$ cat src/hdl/lsm_pkg.sv
`timescale 1ns / 1ps

package lsm_pkg;

  localparam int MAX_ITEMS = 256;
  localparam int ID_W      = 9;
  localparam int ADDR_W    = 8;
  localparam int ST_W      = 2;

  localparam logic             OP_INSERT  = 1'b0;
  localparam logic             OP_REMOVE  = 1'b1;
  localparam logic [ST_W-1:0]  ST_OK      = 2'd0;
  localparam logic [ST_W-1:0]  ST_FULL    = 2'd1;
  localparam logic [ST_W-1:0]  ST_BAD_REF = 2'd2;

  typedef struct packed {
    logic            opcode;
    logic [ID_W-1:0] ref_id;
  } request_t;

  typedef struct packed {
    logic [ID_W-1:0] result_id;
    logic [ST_W-1:0] status;
    logic [ID_W-1:0] item_count;
    logic [ID_W-1:0] head_id;
    logic [ID_W-1:0] tail_id;
  } result_t;

  typedef struct packed {
    logic capture;
    logic exec;
    logic link;
  } ctl_cmd_t;

  typedef struct packed {
    logic err;
    logic insert;
  } ctl_stat_t;

  function automatic logic [ADDR_W-1:0] id_addr(input logic [ID_W-1:0] id);
    logic [ID_W-1:0] tmp;
    tmp = id - ID_W'(1);
    return tmp[ADDR_W-1:0];
  endfunction

endpackage

$ cat src/hdl/lsm_ctrl.sv
`timescale 1ns / 1ps

module lsm_ctrl (
  input  logic               clk,
  input  logic               rst,
  input  logic               start,
  input  lsm_pkg::ctl_stat_t stat,
  output lsm_pkg::ctl_cmd_t  cmd,
  output logic               busy,
  output logic               done
);

  localparam logic [1:0] S_IDLE = 2'd0;
  localparam logic [1:0] S_EXEC = 2'd1;
  localparam logic [1:0] S_LINK = 2'd2;

  logic [1:0] state;
  logic [1:0] state_next;
  logic       done_next;

  always_comb begin
    cmd.capture = (state == S_IDLE) && start;
    cmd.exec    = (state == S_EXEC);
    cmd.link    = (state == S_LINK);
    busy        = (state != S_IDLE);
    state_next  = state;
    done_next   = 1'b0;
    unique case (state)
      S_IDLE: begin
        if (start) state_next = S_EXEC;
      end
      S_EXEC: begin
        if (stat.err || !stat.insert) begin
          state_next = S_IDLE;
          done_next  = 1'b1;
        end else begin
          state_next = S_LINK;
        end
      end
      S_LINK: begin
        state_next = S_IDLE;
        done_next  = 1'b1;
      end
      default: begin
        state_next = S_IDLE;
      end
    endcase
  end

  always_ff @(posedge clk) begin
    if (rst) begin
      state <= S_IDLE;
      done  <= 1'b0;
    end else begin
      state <= state_next;
      done  <= done_next;
    end
  end

  // a result only follows the last step of a request
  a_done_after_work: assert property (@(posedge clk) disable iff (rst)
    done |-> ($past(state) == S_EXEC || $past(state) == S_LINK))
    else $error("result strobe without a request in flight");

endmodule

$ cat config.mk
export PLATFORM = sky130hd
export DESIGN_NAME = lsm_ctrl
export DESIGN_NICKNAME = d
export VERILOG_FILES = /design/src/hdl/lsm_pkg.sv /design/src/hdl/lsm_ctrl.sv
export SDC_FILE = /design/constraint.sdc
export NUM_CORES = 1
export LEC_CHECK = 0
export BUFFER_PORTS_ARGS = -buffer_cell sky130_fd_sc_hd__buf_2
export CORE_AREA = 3 3 40 42
export CTS_CLUSTER_DIAMETER = 150
export DETAILED_ROUTE_END_ITERATION = 8
export DIE_AREA = 0 0 43 45
export SLEW_MARGIN = 20
export SYNTH_ARGS = -nofsm -noshare
export SYNTH_HDL_FRONTEND = slang
export SYNTH_SLANG_ARGS = --single-unit
$ cat constraint.sdc
create_clock -name clk -period 1.2 [get_ports clk]
set_clock_uncertainty 0.1 [all_clocks]
set_input_delay 0.12 -clock clk [delete_from_list [all_inputs] [get_ports clk]]
set_output_delay 0.12 -clock clk [all_outputs]
set_load 0.05 [all_outputs]
==> results.json, run 1 <==
{
  "yosys_warnings": 0,
  "max-cap-violations": 0,
  "hold-path-cell-count": 3,
  "boundaryPins": 10,
  "synth_seq_area_share_pct": 29.09,
  "drcViolationCount": 0,
  "crit_required_ns": 0.98,
  "worstReg2RegEnd": "state[0]",
  "fin_setup_tns_ns": -0.1687,
  "synth_cells": 19,
  "finalInstanceArea_um2": 456.7,
  "clock.fmax_mhz": 796.5,
  "drv_slew": 0,
  "rsz0062_at_grt": "true",
  "power_frac_clock_pct": 33.3,
  "nets": 50,
  "hold_start": "stat[0]",
  "cts_buffers": 3,
  "cts.htree.levels": 1,
  "r2r_start": "state[1]",
  "critPathKind": "flip-flop to primary output",
  "clkTransAtPathRegs_ns": 0.04,
  "wl_per_cell_um": 11.07,
  "ant_nets": 0,
  "first_pass_iters": 1,
  "period_share_pct": 104.6,
  "post_dp_cell_area_um2": 305.3,
  "dpl.hpwl_um": 335.6,
  "finalSetupViolations": 4,
  "status": "complete, but fails checks",
  "netlist_area_um2": 206.4,
  "synthDistinctLibCells": 11,
  "initial_utilization_pct": 16.07,
  "die_x_um": 43,
  "cts.sink_count": 3,
  "vias": 212,
  "rrSetupSlack_ns": -0.02,
  "p_leak_nw": 0.2094,
  "grt_util_all_layers_pct": 6.983,
  "overflow": 0,
  "layout_min_cycle_time_ns": 1.255,
  "num_rows": 13,
  "vias_per_cell": 3.855,
  "p_int_mw": 0.3510,
  "max-clock-path-buffers": 2,
  "r2r_cells": 6,
  "p_per_area_nw_per_um2": 1163,
  "syn_nets": 28,
  "p_sw_share_pct": 33.91,
  "diodes": 0,
  "min_path_type": "input pin to flip-flop",
  "clockRootBuffer": "clkbuf_4",
  "syn2layout_area_growth_pct": 121.2,
  "die_h_um": 45,
  "p_sw_mw": 0.1801,
  "antenna_found_initial": 0,
  "hold_ws_ns": 0.08785,
  "crit_fanout": 3,
  "fin_ws_ns": -0.05549,
  "syn_area_per_cell_um2": 10.87,
  "drive_above_1_share_pct": 80.00,
  "post-route-util_pct": 35.54,
  "insertion_delay_ns": 0.23,
  "die_area_um2": 1935,
  "grt_max_degree": 5,
  "port_buffers": 9,
  "hold_viol": 0,
  "end_kind": "primary output",
  "place_congestion": 0.6721,
  "hold_end": "state[1]",
  "fillers": 129,
  "ir_worst_vdd_v": 0.0004371,
  "drtIter0Drc": 0,
  "maxSlewHeadroom_pct": 83.68,
  "violations": "negative setup slack",
  "cp-start-kind": "flip-flop",
  "drt-total-wl_um": 609,
  "pwr-share-seq_pct": 21.1,
  "grt_pass1_wl_um": 883,
  "core_region_area_um2": 1285,
  "worst_pin_slew_ns": 0.2465,
  "grt_pass1_vias": 225,
  "arrival_ns": 1.04,
  "yosys_register_bits": 3,
  "p_comb_share_pct": 45.5,
  "cts_tree": "done"
}
## cell usage after synthesis, drive strengths merged
cell    n  area share, %
nand3b  1            3.6
ha      4             24
mux2i   1            4.8
nor3b   1            3.6
o32ai   1            7.9
and2    1            3.6
dfxtp   3             29
inv     3            5.5
nor2    1            1.8
nand2b  2             13
a21oi   1            2.4
## cells by family after synthesis
family          Yosys count  synth area share (%)
compound gates            2                 10.30
mux                       1                 4.849
fa+ha+maj                 4                 24.24
simple gates              6                 26.06
flops                     3                 29.09
buf+inv                   3                 5.454
## cells in the final DEF, fill, tap and decap left out
| cell | Yosys | final |
|---|---|---|
| buf_8 | 0 | 3 |
| nor2_1 | 1 | 1 |
| inv_1 | 3 | 1 |
| mux2i_1 | 1 | 1 |
| nand3b_1 | 1 | 1 |
| o32ai_2 | 1 | 1 |
| buf_4 | 0 | 4 |
| ha_1 | 4 | 1 |
| dfxtp_2 | 0 | 2 |
| nand2b_4 | 2 | 2 |
| buf_6 | 0 | 4 |
| clkbuf_4 | 0 | 3 |
| a21oi_2 | 0 | 1 |
| ha_4 | 0 | 3 |
| and2_4 | 0 | 1 |
| dlygate4sd3_1 | 0 | 1 |
| nor3b_2 | 0 | 1 |
| clkbuf_1 | 0 | 1 |
| inv_2 | 0 | 2 |
| dfxtp_1 | 3 | 1 |
| buf_2 | 0 | 5 |
## cell type report
type                            instances  area (um^2)  area share, %
Clock buffer                            4        26.28          5.753
Multi-Input combinational cell         13        182.7          40.00
Inverter                                3        11.26          2.466
Timing Repair Buffer                   17        155.1          33.97
Tap cell                               15        18.77          4.110
Sequential cell                         3        62.56          13.70
## routing by layer
| metal | global-route usage (%) | wire length [um] |
|---|---|---|
| met5 | 0 | 0 |
| met4 | 6.627 | 15 |
| met3 | 3.984 | 46 |
| met2 | 12.28 | 336 |
| met1 | 5.276 | 210 |
## critical path, stage by stage (launching register included)
cell and delay (ns):
dfxtp_2 0.32, inv_2 0.05, ha_4 0.16, and2_4 0.13
buf_8 0.14
## state kept, by name (all words and copies together), names as in the netlist
register  count
state         2
done          1
## worst max path at each step
| stage | start | to | slack, ns | cells after the start |
|---|---|---|---|---|
| 2_1_floorplan | state[1] | done | -0.006 | 4 |
| 3_3_place_gp | state[0] | cmd[2] | -0.01 | 4 |
| 3_5_place_dp | state[0] | cmd[2] | -0.03 | 4 |
| 4_1_cts | state[1] | cmd[2] | -0.07 | 4 |
| 5_1_grt | state[0] | state[0] | -0.11 | 6 |
| 6_report | state[1] | cmd[2] | -0.06 | 4 |
## what timing repair did
action                     4_1_cts  5_1_grt
setup endpoints to repair        4        7
hold endpoints to repair         1        0
gates resized for setup         22        3
pin swaps                        4        2
hold buffers                     1        0
gates cloned                     0        0
setup buffers                    3        0
## power groups by stage
stage	Clock [mW]	Sequential, mW	Combinational (mW)
4_1_cts	0.190	0.112	0.225
2_1_floorplan	0	0.117	0.109
5_1_grt	0.197	0.113	0.257
6_report	0.177	0.112	0.242
3_5_place_dp	0	0.112	0.158
3_3_place_gp	0	0.111	0.156
## stage by stage
step / setup WS [ns] / std cells / power (mW)
after floorplan: -0.006262 / 19 / 0.2259
after global placement: -0.01166 / 47 / 0.2672
after detailed placement: -0.03332 / 47 / 0.2695
after CTS: -0.06853 / 55 / 0.5279
after global routing: -0.1103 / 55 / 0.5677
final: -0.05549 / 55 / 0.5311
Power figures use the tool's default switching activity.
==> run 2, diff against run 1 <==
==> constraint.sdc (replaced) <==
create_clock -name clk -period 1.2 [get_ports clk]
set_clock_uncertainty 0.1 [all_clocks]
set_input_delay 0.18 -clock clk [delete_from_list [all_inputs] [get_ports clk]]
set_output_delay 0.18 -clock clk [all_outputs]
set_load 0.05 [all_outputs]
==> run 2 against run 1 <==
The run still ends with negative setup slack left. Final cell count unchanged. Sequential power about the same. First-iteration DRC count is the same. Via count fell by 6.1%. Total power up 1.0%. Register-to-register slack improved by 0.03 ns. Routed wire length shrank 13%. Critical path type unchanged. Critical endpoint unchanged. Largest power group unchanged.
==> results.json, run 2 (synthesis gave the netlist of run 1 again) <==
{
  "overflow": 0,
  "cpMaxStageDelayCell": "dfxtp_2",
  "wl_met2_um": 298,
  "ir_worst_vdd_v": 0.0004604,
  "nets": 50,
  "post_dp_cell_area_um2": 320.3,
  "vias_per_cell": 3.618,
  "boundaryPins": 10,
  "grt_pass1_vias": 249,
  "cp-start-kind": "flip-flop",
  "diodes": 0,
  "num_rows": 13,
  "critPathKind": "flip-flop to primary output",
  "regMostFlops": "state",
  "grt_util_all_layers_pct": 7.066,
  "insertion_delay_ns": 0.23,
  "port_buffers": 9,
  "fin_ws_ns": -0.1348,
  "maxUsedRoutingLayer": "met3",
  "fillers": 131,
  "finalSetupViolations": 4,
  "path_cells": "inv_2 -> ha_4 -> and2_4 -> buf_8",
  "core_region_area_um2": 1285,
  "drive_above_1_share_pct": 85.00,
  "final_cell_mix": "buf_2 (5), buf_4 (5), buf_6 (4)",
  "r2r_cells": 6,
  "worst_pin_slew_ns": 0.2499,
  "syn2layout_area_growth_pct": 121.8,
  "rsz0062_at_grt": "true",
  "dp_slack_ns": -0.05245,
  "first_pass_iters": 1,
  "min_path_type": "input pin to flip-flop",
  "hold-path-cell-count": 2,
  "cts_buffers": 3,
  "wl_per_cell_um": 9.600,
  "cts_tree": "done",
  "hold_end": "state[0]",
  "layout_min_cycle_time_ns": 1.335,
  "clock.fmax_mhz": 749.2,
  "drcViolationCount": 0,
  "drt-total-wl_um": 528,
  "violations": "negative setup slack",
  "dpl.hpwl_um": 352.6,
  "die_area_um2": 1935,
  "cts.htree.levels": 1,
  "crit_required_ns": 0.92,
  "die_h_um": 45,
  "p_per_area_nw_per_um2": 1172,
  "max-cap-violations": 0,
  "layoutNonFillerInstCount": 55,
  "largest_reg_flops": 2,
  "hold_start": "rst",
  "drtIter0Drc": 0,
  "ant_nets": 0,
  "vias": 199,
  "end_kind": "primary output",
  "maxSlewHeadroom_pct": 83.45,
  "initial_utilization_pct": 16.07,
  "arrival_ns": 1.05,
  "grt_max_degree": 5,
  "status": "complete, but fails checks",
  "met3_length_um": 42,
  "rrSetupSlack_ns": 0.01,
  "hold_viol": 0,
  "period_share_pct": 111.2,
  "worstReg2RegEnd": "state[0]",
  "clockRootBuffer": "clkbuf_4",
  "finalInstanceArea_um2": 457.9,
  "power_mw": 0.5365,
  "fin_setup_tns_ns": -0.4176,
  "hold_ws_ns": 0.06803,
  "grt_pass1_wl_um": 952,
  "routedLengthMet1_um": 188,
  "cts.sink_count": 3,
  "die_x_um": 43,
  "max-clock-path-buffers": 2,
  "drv_slew": 0,
  "post-route-util_pct": 35.64,
  "p_leak_nw": 0.2025,
  "clkTransAtPathRegs_ns": 0.04,
  "crit_fanout": 3,
  "reg_top3": "state (2), done (1)",
  "ctsHoldBuffers": 0,
  "dpl.cell_count": 48,
  "place_congestion": 0.6270,
  "antenna_found_initial": 0,
  "max_stage_delay_ns": 0.31,
  "r2r_start": "state[1]"
}
[run 2: routing by layer]
metal | global-route usage (%) | vias to the layer above
li1 | - | 103
met1 | 5.995 | 89
met2 | 12.57 | 7
met3 | 3.586 | 0
met4 | 5.422 | 0
met5 | 0 | -
[run 2: what timing repair did]
item                       in CTS  in global routing
pin swaps                       4                  3
setup endpoints to repair       6                  7
buffers inserted                3                  0
gates resized for setup        20                  3
[run 2: worst max-delay path, delay by kind of cell (launching register included)]
family,cells,cell delay [ns]
AND/OR/NAND/NOR,1,0.14
flip-flops,1,0.31
adder cells (fa/ha/maj),1,0.16
buffers and inverters,2,0.21
[run 2: layout make-up]
class	count	area, um^2	share of cell area [%]
Timing Repair Buffer	17	152.6	33.33
Clock buffer	4	26.28	5.738
Tap cell	15	18.77	4.098
Multi-Input combinational cell	13	182.7	39.89
Sequential cell	3	62.56	13.66
Inverter	3	15.01	3.279
[run 2: where the power goes]
part | switching (mW) | internal (mW)
combinational | 0.123 | 0.124
clock | 0.0531 | 0.125
sequential | 0.00370 | 0.108
total | 0.180 | 0.357
[run 2: worst max path at each step]
stage	from	slack, ns	cells past startpoint	endpoint
2_1_floorplan	state[1]	-0.01	4	done
3_3_place_gp	state[1]	-0.05	4	cmd[2]
3_5_place_dp	state[1]	-0.05	4	cmd[2]
4_1_cts	state[1]	-0.15	4	cmd[2]
5_1_grt	state[0]	-0.19	4	cmd[2]
6_report	state[0]	-0.13	4	cmd[2]
